### config.mk
export PLATFORM = sky130hd
export DESIGN_NAME = button_gesture_classifier
export DESIGN_NICKNAME = d
export VERILOG_FILES = /design/src/sv/bgc_pkg.sv /design/src/sv/bgc_debounce.sv /design/src/sv/button_gesture_classifier.sv
export SDC_FILE = /design/constraint.sdc
export NUM_CORES = 1
export LEC_CHECK = 0
export ABC_AREA = 1
export BUFFER_PORTS_ARGS = -buffer_cell sky130_fd_sc_hd__buf_2
export CAP_MARGIN = 20
export CORE_MARGIN = 2
export CORE_UTILIZATION = 40
export DETAILED_ROUTE_END_ITERATION = 16
export PLACE_DENSITY = 0.53
export SETUP_SLACK_MARGIN = 0.02
export SLEW_MARGIN = 20
export SYNTH_ARGS = -nofsm -noshare
export SYNTH_HDL_FRONTEND = slang
export SYNTH_HIERARCHICAL = 1
export SYNTH_SLANG_ARGS = --single-unit
### constraint.sdc
create_clock -name clk -period 3.9 [get_ports clk]
set_input_delay 0.39 -clock clk [delete_from_list [all_inputs] [get_ports clk]]
set_output_delay 0.39 -clock clk [all_outputs]
set_load 0.02 [all_outputs]
### src/sv/bgc_pkg.sv
// Shared constants, register indexes and event codes of the button gesture classifier.
package bgc_pkg;

  localparam int unsigned SAMPLE_COUNT   = 10;
  localparam int unsigned SAMPLE_SPACING = 2;
  localparam int unsigned SAMPLE_LIMIT   = SAMPLE_COUNT - (SAMPLE_COUNT >> 1);

  localparam int unsigned TICK_W    = 16;
  localparam int unsigned SAMPLE_W  = 4;
  localparam int unsigned SPACING_W = 2;
  localparam int unsigned CFG_IDX_W = 3;
  localparam int unsigned EVENT_W   = 3;

  localparam logic [TICK_W-1:0] TICK_MAX = {TICK_W{1'b1}};

  typedef enum logic [CFG_IDX_W-1:0] {
    REG_CLICK_MIN       = 3'd0,
    REG_CLICK_MAX       = 3'd1,
    REG_LONG_MIN        = 3'd2,
    REG_LONG_MAX        = 3'd3,
    REG_LONGER_MIN      = 3'd4,
    REG_LONGER_MAX      = 3'd5,
    REG_DOUBLE_WINDOW   = 3'd6,
    REG_DEBOUNCE_ENABLE = 3'd7
  } cfg_reg_t;

  typedef enum logic [EVENT_W-1:0] {
    EV_NONE   = 3'd0,
    EV_CLICK  = 3'd1,
    EV_DOUBLE = 3'd2,
    EV_LONG   = 3'd3,
    EV_LONGER = 3'd4
  } event_t;

endpackage

### src/sv/bgc_debounce.sv
// Majority-sampling debouncer that turns the raw pin level into a stable level.
module bgc_debounce
  import bgc_pkg::*;
(
  input  logic clk,
  input  logic rst_n,
  input  logic step,
  input  logic pin_level,
  input  logic enable,
  output logic level_nxt
);

  logic                 level_r;
  logic                 active_r, active_nxt;
  logic [SAMPLE_W-1:0]  taken_r, taken_nxt;
  logic [SAMPLE_W-1:0]  high_r, high_nxt;
  logic [SPACING_W-1:0] spacing_r, spacing_nxt;

  logic [SPACING_W-1:0] spacing_inc;
  logic                 do_sample;
  logic [SAMPLE_W-1:0]  base_taken, base_high;
  logic [SAMPLE_W-1:0]  smp_taken, smp_high;

  assign spacing_inc = spacing_r + SPACING_W'(1);
  assign base_taken  = active_r ? taken_r : '0;
  assign base_high   = active_r ? high_r : '0;
  assign smp_taken   = base_taken + SAMPLE_W'(1);
  assign smp_high    = base_high + SAMPLE_W'(pin_level);

  always_comb begin
    level_nxt   = level_r;
    active_nxt  = active_r;
    taken_nxt   = taken_r;
    high_nxt    = high_r;
    spacing_nxt = spacing_r;
    do_sample   = 1'b0;
    if (!enable) begin
      active_nxt  = 1'b0;
      taken_nxt   = '0;
      high_nxt    = '0;
      spacing_nxt = '0;
      level_nxt   = pin_level;
    end else if (!active_r) begin
      if (pin_level != level_r) begin
        active_nxt = 1'b1;
        do_sample  = 1'b1;
      end
    end else begin
      spacing_nxt = spacing_inc;
      do_sample   = (32'(spacing_inc) >= SAMPLE_SPACING);
    end
    if (do_sample) begin
      spacing_nxt = '0;
      taken_nxt   = smp_taken;
      high_nxt    = smp_high;
      if (32'(smp_taken) >= SAMPLE_COUNT) begin
        level_nxt  = (32'(smp_high) > SAMPLE_LIMIT);
        active_nxt = 1'b0;
        taken_nxt  = '0;
        high_nxt   = '0;
      end
    end
  end

  always_ff @(posedge clk) begin
    if (!rst_n) begin
      level_r   <= 1'b0;
      active_r  <= 1'b0;
      taken_r   <= '0;
      high_r    <= '0;
      spacing_r <= '0;
    end else if (step) begin
      level_r   <= level_nxt;
      active_r  <= active_nxt;
      taken_r   <= taken_nxt;
      high_r    <= high_nxt;
      spacing_r <= spacing_nxt;
    end
  end

endmodule

### src/sv/button_gesture_classifier.sv
// Top level of the button gesture classifier: press timing, classification and output register.
// The result of a tick transaction is registered and shown in the cycle after it is accepted.
// Throughput: one tick per cycle; in_ready drops only while a result waits on out_ready.
// The state update and the window compares sit between the input and the result register.
// Reset (synchronous, rst_n low) loads the default windows, enables debounce and
// clears the press timer, the click timer, the debouncer and the output valid flag.
module button_gesture_classifier
  import bgc_pkg::*;
(
  input  logic                 clk,
  input  logic                 rst_n,
  input  logic                 in_valid,
  output logic                 in_ready,
  input  logic                 in_pin_level,
  output logic                 out_valid,
  input  logic                 out_ready,
  output logic [EVENT_W-1:0]   out_event_code,
  output logic                 out_stable_level,
  input  logic                 cfg_wr_en,
  input  logic [CFG_IDX_W-1:0] cfg_index,
  input  logic [TICK_W-1:0]    cfg_wdata
);

  logic [TICK_W-1:0] click_min_r, click_max_r, long_min_r, long_max_r;
  logic [TICK_W-1:0] longer_min_r, longer_max_r, double_window_r;
  logic              debounce_enable_r;

  logic              pressed_r, pressed_nxt;
  logic [TICK_W-1:0] press_ticks_r, press_ticks_nxt;
  logic [TICK_W-1:0] since_click_r, since_click_nxt;

  logic              out_valid_r;
  event_t            out_event_r, event_nxt;
  logic              out_level_r;

  logic              accept;
  logic              dbc_level_nxt;
  logic [TICK_W-1:0] press_inc, since_inc;
  logic              in_click, in_long, in_longer;

  assign in_ready = !out_valid_r || out_ready;
  assign accept   = in_valid && in_ready;

  always_ff @(posedge clk) begin
    if (!rst_n) begin
      click_min_r       <= TICK_W'(20);
      click_max_r       <= TICK_W'(500);
      long_min_r        <= TICK_W'(1000);
      long_max_r        <= TICK_W'(3000);
      longer_min_r      <= TICK_W'(3001);
      longer_max_r      <= TICK_W'(10000);
      double_window_r   <= TICK_W'(300);
      debounce_enable_r <= 1'b1;
    end else if (cfg_wr_en) begin
      unique case (cfg_index)
        REG_CLICK_MIN:       click_min_r       <= cfg_wdata;
        REG_CLICK_MAX:       click_max_r       <= cfg_wdata;
        REG_LONG_MIN:        long_min_r        <= cfg_wdata;
        REG_LONG_MAX:        long_max_r        <= cfg_wdata;
        REG_LONGER_MIN:      longer_min_r      <= cfg_wdata;
        REG_LONGER_MAX:      longer_max_r      <= cfg_wdata;
        REG_DOUBLE_WINDOW:   double_window_r   <= cfg_wdata;
        REG_DEBOUNCE_ENABLE: debounce_enable_r <= cfg_wdata[0];
        default: ;
      endcase
    end
  end

  bgc_debounce u_debounce (
    .clk       (clk),
    .rst_n     (rst_n),
    .step      (accept),
    .pin_level (in_pin_level),
    .enable    (debounce_enable_r),
    .level_nxt (dbc_level_nxt)
  );

  assign since_inc = (since_click_r != TICK_MAX) ? since_click_r + TICK_W'(1) : since_click_r;
  assign press_inc = (press_ticks_r != TICK_MAX) ? press_ticks_r + TICK_W'(1) : press_ticks_r;

  assign in_click  = (press_inc >= click_min_r) && (press_inc <= click_max_r);
  assign in_long   = (press_inc >= long_min_r) && (press_inc <= long_max_r);
  assign in_longer = (press_inc >= longer_min_r) && (press_inc <= longer_max_r);

  always_comb begin
    pressed_nxt     = pressed_r;
    press_ticks_nxt = press_ticks_r;
    since_click_nxt = since_inc;
    event_nxt       = EV_NONE;
    if (pressed_r) begin
      press_ticks_nxt = press_inc;
      if (!dbc_level_nxt) begin
        pressed_nxt = 1'b0;
        if (in_click) begin
          if (since_inc > double_window_r) begin
            event_nxt       = EV_CLICK;
            since_click_nxt = '0;
          end else begin
            event_nxt = EV_DOUBLE;
          end
        end else if (in_long) begin
          event_nxt = EV_LONG;
        end else if (in_longer) begin
          event_nxt = EV_LONGER;
        end
      end
    end else if (dbc_level_nxt) begin
      pressed_nxt     = 1'b1;
      press_ticks_nxt = '0;
    end
  end

  always_ff @(posedge clk) begin
    if (!rst_n) begin
      pressed_r     <= 1'b0;
      press_ticks_r <= '0;
      since_click_r <= '0;
      out_valid_r   <= 1'b0;
    end else begin
      if (accept) begin
        pressed_r     <= pressed_nxt;
        press_ticks_r <= press_ticks_nxt;
        since_click_r <= since_click_nxt;
        out_valid_r   <= 1'b1;
      end else if (out_ready) begin
        out_valid_r   <= 1'b0;
      end
    end
  end

  always_ff @(posedge clk) begin
    if (accept) begin
      out_event_r <= event_nxt;
      out_level_r <= dbc_level_nxt;
    end
  end

  assign out_valid        = out_valid_r;
  assign out_event_code   = out_event_r;
  assign out_stable_level = out_level_r;

endmodule

**After elaboration in Yosys (flattened, before gate mapping)**

Cells that the tools add are included.

- Register bits after elaboration: 163
- Output and inout port bits: 6
- Logic and storage cells: 103

- Add/sub/neg operators: 5
- $lt $le $gt $ge: 10
- Equal/unequal tests: 12
- Mux-type cells: 35
- Bitwise logic cells: 1
- Reductions and logical operators: 21

Operators by type and width:

| operator | count |
|---|---|
| two-way mux 16 bit | 8 |
| greater-or-equal comparator 16 bit | 3 |
| less-or-equal comparator 16 bit | 3 |
| adder 16 x 1 -> 16 bit (second input constant) | 2 |
| != test 16 bit (second input constant) | 2 |
| two-way mux 4 bit | 7 |
| AND reduction 2 bit | 11 |
| greater-than comparator 16 bit | 1 |
| two-way mux 1 bit | 13 |
| == test 3 bit (second input constant) | 4 |
| two-way mux 3 bit | 3 |
| two-way mux 2 bit | 4 |
| == test 3 x 2 -> 1 bit (second input constant) | 2 |
| adder 4 x 1 -> 4 bit | 1 |
| adder 4 x 1 -> 4 bit (second input constant) | 1 |
| greater-or-equal comparator 4 bit (second input constant) | 1 |
| greater-than comparator 4 x 3 -> 1 bit (second input constant) | 1 |
| logical AND 1 bit | 4 |
| nonzero test 2 bit | 2 |
| == test 3 x 1 -> 1 bit (second input constant) | 1 |
| logical NOT 3 bit | 1 |
| != test 3 x 1 -> 1 bit (second input constant) | 1 |
| adder 2 x 1 -> 2 bit (second input constant) | 1 |
| greater-or-equal comparator 2 bit (second input constant) | 1 |
| other kinds (6) | 6 |

**Depth between registers and ports, before layout**

Gate-level depths: netlist of run 1.

- Word-level depth: 7
- Gate-level depth with buffers: 23

**By module**

Netlist of run 1, hierarchy kept.

Modules (own cells, without submodules):

| module | instances | cells each | area an instance (um2) | sequential area each (um2) |
|---|---|---|---|---|
| button_gesture_classifier | 1 | 1,217 | 8,897.3 | 3,062.9 |
| bgc_debounce | 1 | 117 | 858.3 | 240.2 |

**Worst setup path before layout of run 1**

Ideal clock, no wire load.

- Path type: register -> register
- Start point: register press_ticks_r[0]
- End point: register since_click_r[8]
- Library setup time: 132 ps
- Data arrival time: 2,700 ps
- Required time: 3,768 ps
- Path slack: 1,068 ps
- Cell stages (with the launch flop): 21
- Buffers on the path: 1
- Period minus slack after synthesis: 2,832 ps
- Cells stage by stage: dfxtp_1 -> ha_1 -> nand3_1 -> or2_1 -> nor2_2 -> nor2_1 -> nor2_1 -> ha_1 -> nand2_1 -> nand2_1 -> nand2_1 -> nand2_1 -> nand2_1 -> nand2_1 -> nand2_1 -> nand2_1 -> nand2_1 -> nand4_1 -> buf_2 -> nand2_1 -> a21oi_2

- Word-level cells in the longest chain between the ends: 7
- Elaborated cells on any way between the ends: 9
- Those cells by class: add/sub: 1; order compare: 2; eq/ne: 1; mux: 4; reduce/logical: 1

Ends and longest elaborated chain:

| item | line | source |
|---|---|---|
| from (decl) | button_gesture_classifier.sv:29 | `logic [TICK_W-1:0] press_ticks_r, press_ticks_nxt;` |
| from (signal assigned) | button_gesture_classifier.sv:122 | `press_ticks_r <= press_ticks_nxt;` |
| adder 16 x 1 -> 16 bit or != test 16 bit (tied branches) | button_gesture_classifier.sv:79 | `assign press_inc = (press_ticks_r != TICK_MAX) ? press_ticks_r + TICK_W'(1) : press_ticks_r;` |
| two-way mux 16 bit * | button_gesture_classifier.sv:79 |  |
| greater-or-equal comparator 16 bit or less-or-equal comparator 16 bit (tied branches) | button_gesture_classifier.sv:81 | `assign in_click = (press_inc >= click_min_r) && (press_inc <= click_max_r);` |
| logical AND 1 bit * | button_gesture_classifier.sv:81 |  |
| two-way mux 16 bit * | button_gesture_classifier.sv:94 | `if (in_click) begin` |
| two-way mux 16 bit * | button_gesture_classifier.sv:92 | `if (!dbc_level_nxt) begin` |
| two-way mux 16 bit * | button_gesture_classifier.sv:90 | `if (pressed_r) begin` |
| to (signal assigned) | button_gesture_classifier.sv:123 | `since_click_r <= since_click_nxt;` |
| to (decl) | button_gesture_classifier.sv:30 | `logic [TICK_W-1:0] since_click_r, since_click_nxt;` |

Every way passes the cells marked *; elsewhere a longest branch is shown, timed or not.
A chain may end at the register's enable or synchronous reset.

**Worst setup path after layout of run 1**

- Start point: register press_ticks_r[0]
- End point: register since_click_r[11]

The elaborated chain is that of the path after synthesis.

==> results of run 1 <==
==> layout by cell type (no fill, tap or decap), drive strengths merged <==
master	synthesis	layout
edfxtp	4	4
o21a	2	2
nor3	13	13
xnor2	5	5
nor4	2	2
clkinvlp	0	2
nor2	86	86
buf	6	42
nand2	302	302
clkbuf	36	18
clkinv	3	9
dfxtp	159	159
bufinv	0	2
a21oi	179	179
o21ai	102	102
nand3	32	32
nand4	24	24
inv	197	201
ha	118	118
o211ai	39	39
a21o	3	3
xor2	16	16
o21bai	4	4
or2	2	2
==> area by class of cell <==
type | instances | area [um^2] | area share, %
repair buffers | 42 | 243 | 2.24
flip-flops and latches | 163 | 3300 | 30.5
clock buffers | 18 | 439 | 4.06
inverters | 200 | 757 | 7.00
multi-input cells | 929 | 5520 | 51.0
clock inverters | 14 | 154 | 1.42
well taps | 324 | 405 | 3.75
==> cells in the mapped netlist (3+ instances only) <==
library cell / n
o211ai_1: 39
o21ai_0: 94
nand2_4: 4
inv_2: 7
clkbuf_1: 35
o21ai_2: 3
nand3_2: 4
nand2_1: 288
a21oi_2: 6
nor2_1: 77
o21ai_1: 5
a21oi_1: 173
inv_1: 188
nand2_2: 9
nand3_1: 26
edfxtp_1: 4
dfxtp_1: 159
nor3_1: 11
buf_6: 3
nand4_1: 23
o21bai_1: 4
xnor2_1: 4
ha_1: 118
xor2_1: 16
a21o_1: 3
nor2_2: 6
==> flip-flops by register name, summed over array words and instances, names as in the netlist, 16 cells and up <==
register	flops
long_max_r	16
click_min_r	16
since_click_r	16
click_max_r	16
press_ticks_r	16
double_window_r	16
longer_min_r	16
longer_max_r	16
long_min_r	16
==> per-layer routing <==
layer	up-vias	track usage (%)
li1	4434	-
met5	-	0
met1	3834	27.8
met2	98	35.8
met4	0	5.36
met3	23	3.12
==> final timing paths <==
| check | startpoint | endpoint | cells past startpoint |
|---|---|---|---|
| setup / recovery | press_ticks_r[0]$_SDFFE_PN0P_ | since_click_r[11]$_SDFFE_PN0P_ | 16 |
| hold reg to reg | long_min_r[13]$_SDFFE_PN0P_ | long_min_r[13]$_SDFFE_PN0P_ | 2 |
| hold / removal | out_ready | out_valid$_SDFFE_PN0P_ | 4 |
| setup reg to reg | press_ticks_r[0]$_SDFFE_PN0P_ | since_click_r[11]$_SDFFE_PN0P_ | 16 |
==> worst max-delay path, delay by kind of cell, from the launching register on <==
family / cells / cell delay, ns
DFF: 1 / 0.40
buffers and inverters: 2 / 0.32
xor gates and xnor gates: 1 / 0.63
and+or+nand+nor: 8 / 1.01
adders and majority gates: 2 / 0.58
AOI/OAI and AO/OA: 3 / 0.50
==> power groups by stage <==
stage               clock [mW]  combinational [mW]  sequential (mW)
global route              1.84               0.384             1.75
global placement             0               0.335             1.78
floorplan                    0               0.223             1.78
detailed placement           0               0.337             1.78
finish                    1.73               0.338             1.74
CTS                       1.77               0.340             1.74
==> metrics by stage <==
stage | hold WS, ns | instances | setup WS [ns] | instance area (um^2)
6_report | 0.261 | 1690 | 0.392 | 10800
5_1_grt | 0.291 | 1690 | 0.0420 | 10800
4_1_cts | 0.251 | 1690 | 0.216 | 10800
3_5_place_dp | 0.454 | 1658 | 0.227 | 10200
3_3_place_gp | 0.451 | 1658 | 0.218 | 10200
2_1_floorplan | 0.435 | 1334 | 1.07 | 9760
==> cell families (layout without fill, tap and decap cells) <==
group                      after synthesis  after routing  synth area share, %
and+or+nand+nor                        461            461                 20.9
xor gates and xnor gates                21             21                 1.96
buffers and inverters                  242            274                 9.68
DFF                                    163            163                 33.9
AOI/OAI and AO/OA                      329            329                 18.5
adders and majority gates              118            118                 15.1
==> timing repair <==
item	in CTS	in global routing
resized for setup	0	2
setup endpoints to repair	0	10
hold buffers	0	0
==> summary.md, run 1 <==
| Metric | Value |
|---|---|
| First-pass GRT wire length | `42500 um` |
| Routed length per instance | `15.3 um` |
| Inserted Diodes | `0` |
| Internal power component | `2.79 mW` |
| Sequential power share | `45.7%` |
| Ports | `31` |
| Worst slew pin tran | `1.08 ns` |
| Top Layer Used | `met4` |
| Most used cell along the critical path | `nand2_1` |
| PortBufs | `30` |
| Critical path class | `reg2reg` |
| Crit share post-route | `90.0%` |
| Clock buffer depth | `2` |
| Vias | `8389` |
| Register area share after synthesis | `33.9%` |
| Clock Power Share | `45.4%` |
| Final core utilization | `44.9%` |
| Number of global-route vias before repair | `7982` |
| Mapped Nets | `1477` |
| Crit. End Element | `flop` |
| Switching part of the total | `26.7%` |
| Power, Total | `~3.8 mW` |
| Initial core utilization | `40.5%` |
| Post-Syn Area | `9760 um^2` |
| Root Buffer | `clkbuf_16` |
| Die ar. | `25700 um^2` |
| FF-to-FF setup slack | `between 0.3 and 0.4 ns` |
| Syn Inst Count | `around 1300` |
| Worst path arrival time | `3.87 ns` |
| Slew HR | `~28%` |
| Final hold vios | `0` |
| Hold Crit Class | `in2reg` |
| Fmax | `285 MHz` |
| Router iterations before antenna repair | `5` |
| Met2 wire len | `around 12000 um` |
| Pwr dens | `352 nW/um^2` |
| Seq cells post-synth | `163` |
| Crit path cell chain | `ha_1, nand2_1, inv_2, nand4_1, nor2_1, nand2_1, xnor2_1, ha_1, nand2_1, o21ai_0, a21oi_1, nand2_1, nand4_1, buf_4, nand2_1, a21oi_1` |
| Ys Warns | `6` |
| Post-CTS setup buffers | `0` |
| CTS buffer count | `17` |
| Combinational share of power | `~9%` |
| TritonCTS clock tree | `built` |
| Fin. max-slew vios | `0` |
| Initial antenna violation count | `0` |
| Vias per Instance | `4.96` |
| Final TNS setup | `0 ns` |
| Post-Route WL | `25900 um` |
| Crit Path Max Fanout | `16` |
| Clk sinks | `~160` |
| Layout area overhead | `10.9%` |
| Skew-Pair Late Insertion Delay | `0.44 ns` |
| GR Overflow Total | `0` |
| Req. time, crit path | `between 4 and 5 ns` |
| H-tree Lvls | `4` |
| Antenna Nets Post-Route | `0` |
| DR iter-0 viols | `445` |
| # rows | `57` |
| Startpoint types | `flop` |
| Endpoints failing setup | `0` |
| Met3 wire length | `717 um` |
| Clk slew on worst S/H paths | `0.07 ns` |
| Metal-1 WL | `12600 um` |
| VDD IR-drop max | `between 200 and 300 uV` |
| Period minus WS final | `around 3.5 ns` |
| GP Congestion | `0.827` |
| Filler cell count in the final layout | `roughly 2500` |
| Synth cell types | `44` |
| Top FF cell, synth | `dfxtp_1` |
| Pleak | `5.06 nW` |
| Die Span X | `between 150 and 200 um` |
| # DRC | `0` |
| Share of cells above drive strength 1 | `9.59%` |
| Top cell type's share of synthesized area | `32.6%` |
| Post-synth EDFFs | `4` |
| Total global-route track usage | `about a fifth` |
| Die Y | `160 um` |
| Synth area leaders | `dfxtp_1 33%, ha_1 15%, nand2_1 11%` |
| CP peak stage delay | `~0.63 ns` |
| Syn avg cell area | `7.31 um^2` |
| Top cell type by total area after synthesis | `dfxtp_1` |
| Max-Cap Viols | `0` |
| Largest net degree at the start of global routing | `64` |
| Clock skew | `0.0121 ns` |
| RSZ-0062 raised after global routing | `false` |
| Detail Placement HPWL | `18800 um` |
| Async SR Flop Fraction | `0%` |
| CP max stage cell | `xnor2_1` |
| Core ar. | `24100 um^2` |
| Sw power | `1.02 mW` |
| Final nets | `1496` |
| Status | `finished clean` |
Note: power is estimated with default switching activity, not from simulation.
==> run 2: changes to the inputs <==
--- a/config.mk
+++ b/config.mk
@@ -8,11 +8,14 @@
 export ABC_AREA = 1
 export BUFFER_PORTS_ARGS = -buffer_cell sky130_fd_sc_hd__buf_2
 export CAP_MARGIN = 20
+export CELL_PAD_IN_SITES_DETAIL_PLACEMENT = 1
+export CELL_PAD_IN_SITES_GLOBAL_PLACEMENT = 2
 export CORE_MARGIN = 2
-export CORE_UTILIZATION = 40
+export CORE_UTILIZATION = 37
+export CTS_BUF_LIST = sky130_fd_sc_hd__clkbuf_16
 export DETAILED_ROUTE_END_ITERATION = 16
-export PLACE_DENSITY = 0.53
-export SETUP_SLACK_MARGIN = 0.02
+export PLACE_DENSITY = 0.78
+export SETUP_SLACK_MARGIN = 0.5
 export SLEW_MARGIN = 20
 export SYNTH_ARGS = -nofsm -noshare
 export SYNTH_HDL_FRONTEND = slang
==> summary.md, run 2 (synthesis results as in run 1) <==
| Metric | Value |
|---|---|
| Final TNS setup | `0 ns (unchanged)` |
| Status | `finished clean` |
| # DRC | `0 (unchanged)` |
| Core ar. | `26000 um^2 (+7.8%)` |
| Pleak | `5.14 nW (+1.7%)` |
| R2R Path Start | `press_ticks_r[0]$_SDFFE_PN0P_` |
| GR Overflow Total | `0 (unchanged)` |
| Clk sinks | `163 (unchanged)` |
| GP Congestion | `0.806 (-2.6%)` |
| H-tree Lvls | `4 (unchanged)` |
| Commonest non-fill, non-tap cell in the layout | `nand2_1` |
| Worst path arrival time | `3.49 ns (-0.38 ns)` |
| PortBufs | `30 (unchanged)` |
| Final design area excluding fillers | `11100 um^2 (+2.6%)` |
| Total global-route track usage | `22.1% (+1.1 points)` |
| Clock skew | `0.0127 ns (+0.000562 ns)` |
| Clock buffer depth | `2 (unchanged)` |
| Initial core utilization | `37.5% (-2.9 points)` |
| Fmax | `313 MHz (+9.7%)` |
| Vias | `8740 (+4.2%)` |
| Detail Placement HPWL | `21900 um (+17%)` |
| Max-Cap Viols | `0 (unchanged)` |
| Share of cells above drive strength 1 | `12.6% (+3.0 points)` |
| Startpoint types | `flop` |
| Final Hold Slack | `0.265 ns (+0.00453 ns)` |
| Root Buffer | `clkbuf_16` |
| Slew HR | `40.5% (+13 points)` |
| Skew-Pair Late Insertion Delay | `0.44 ns (about the same)` |
| FF-to-FF setup slack | `0.70 ns (+0.31 ns)` |
| Final nets | `1506 (+0.67%)` |
| Die Y | `166 um (+3.9%)` |
| Final core utilization | `42.7% (-2.2 points)` |
| Routed length per instance | `17.6 um (+14%)` |
| Die ar. | `27700 um^2 (+7.9%)` |
| Period minus WS final | `3.20 ns (-0.310 ns)` |
| Commonest non-fill, non-tap cells in the layout | `279 x nand2_1, 189 x inv_1, 172 x a21oi_1, 148 x dfxtp_1, 114 x ha_1` |
| VDD IR-drop max | `233 uV (-15%)` |
| Power, Total | `3.73 mW (-2.2%)` |
| Seq. cell area | `3320 um^2 (+0.49%)` |
| Number of global-route vias before repair | `8866 (+11%)` |
| CTS buffer count | `17 (unchanged)` |
| Inserted Diodes | `0 (unchanged)` |
| Pwr dens | `336 nW/um^2 (-4.7%)` |
| Largest net degree at the start of global routing | `83 (+30%)` |
| Final hold vios | `0 (unchanged)` |
| Hold buffer count at CTS | `0 (unchanged)` |
| Crit. End Element | `flop` |
| Hold Crit Class | `in2reg` |
| Fin. max-slew vios | `0 (unchanged)` |
| Antenna Nets Post-Route | `0 (unchanged)` |
| CP endpoint | `since_click_r[14]$_SDFFE_PN0P_` |
| FF-to-FF End | `since_click_r[14]$_SDFFE_PN0P_` |
| Router iterations before antenna repair | `4 (-1)` |
| # rows | `59 (+3.5%)` |
| Reg2Reg Depth | `17 (+1)` |
| Clk slew on worst S/H paths | `0.06 ns (about the same)` |
| Req. time, crit path | `4.20 ns (-0.06 ns)` |
| Critical path class | `reg2reg` |
| TritonCTS clock tree | `built` |
| Post-Route WL | `30100 um (+16%)` |
| DR iter-0 viols | `443 (-0.45%)` |
| Die Span X | `166 um (+3.9%)` |
| Crit share post-route | `82.0% (-8.0 points)` |
| Layout area overhead | `13.8%` |
| Initial antenna violation count | `0 (unchanged)` |
| Area after DPL | `10200 um^2 (+0.28%)` |
| RSZ-0062 raised after global routing | `false` |
| Worst slew pin tran | `0.892 ns (-0.190 ns)` |
| First-pass GRT wire length | `48300 um (+14%)` |
| Worst Setup SP | `press_ticks_r[0]$_SDFFE_PN0P_` |
| Filler cell count in the final layout | `3262 (+29%)` |
| Endpoints failing setup | `0 (unchanged)` |
| Vias per Instance | `5.11 (+2.9%)` |
| Multi-input logic area | `5700 um^2 (+3.3%)` |
| Ports | `31 (unchanged)` |
| Crit Path Max Fanout | `8 (-8)` |
## run 2: what timing repair did
action	in CTS	in global routing
setup buffers	0	7
gates resized for setup	4	50
hold endpoints to repair	0	0
endpoints found under the setup margin	19	19
cloned	0	1
pin swaps	0	15
## run 2: worst min path at each step
stage                                      start                      endpoint  slack [ns]  cells past startpoint
floorplan           click_max_r[10]$_SDFFE_PN0P_  click_max_r[10]$_SDFFE_PN0P_        0.44                      2
global route                           out_ready        out_valid$_SDFFE_PN0P_        0.27                      4
detailed placement   long_max_r[15]$_SDFFE_PN0P_   long_max_r[15]$_SDFFE_PN0P_        0.46                      2
finish                                 out_ready        out_valid$_SDFFE_PN0P_        0.27                      4
global placement    longer_max_r[1]$_SDFFE_PN0P_  longer_max_r[1]$_SDFFE_PN0P_        0.45                      2
CTS                                    out_ready        out_valid$_SDFFE_PN0P_        0.25                      4
## run 2: layer usage
metal  vias up  GRT usage [%]  wire [um]
met1      4210           29.1      14300
met5         -              0          0
met4         0           5.02        299
li1       4446              -          -
met2        65           38.6      14700
met3        19           2.55        731
## run 2: where the power goes
group	switching, mW	internal, mW
Combinational	0.250	0.105
Clock	0.770	0.857
Sequential	0.0225	1.72
## run 2: stage by stage
step | std cells | worst slack [ns]
5_1_grt | 1711 | 0.466
3_3_place_gp | 1671 | 0.315
4_1_cts | 1703 | 0.501
3_5_place_dp | 1671 | 0.330
2_1_floorplan | 1334 | 1.07
6_report | 1711 | 0.702
## run 2: worst max-delay path, stage by stage (launching register included)
cell     delay (ns)
dfxtp_4        0.38
ha_4           0.15
nand2_1        0.06
inv_2          0.06
nand4_1        0.16
nor2_4         0.20
nand4_1        0.22
nand2_2        0.19
xnor2_4        0.13
ha_4           0.29
nand4_1        0.15
nor3_4         0.27
nand3_2        0.12
nand2_2        0.11
nand4_1        0.23
buf_6          0.23
nand2_1        0.07
a21oi_1        0.06
## run 2: layout make-up
| type | instances | share of cell area (%) |
|---|---|---|
| multi-input combinational | 929 | 51.4 |
| sequential | 163 | 29.9 |
| inverter | 200 | 6.84 |
| clock buffer | 18 | 4.06 |
| tap | 335 | 3.78 |
| timing repair buffer | 52 | 3.16 |
| clock inverter | 14 | 0.913 |
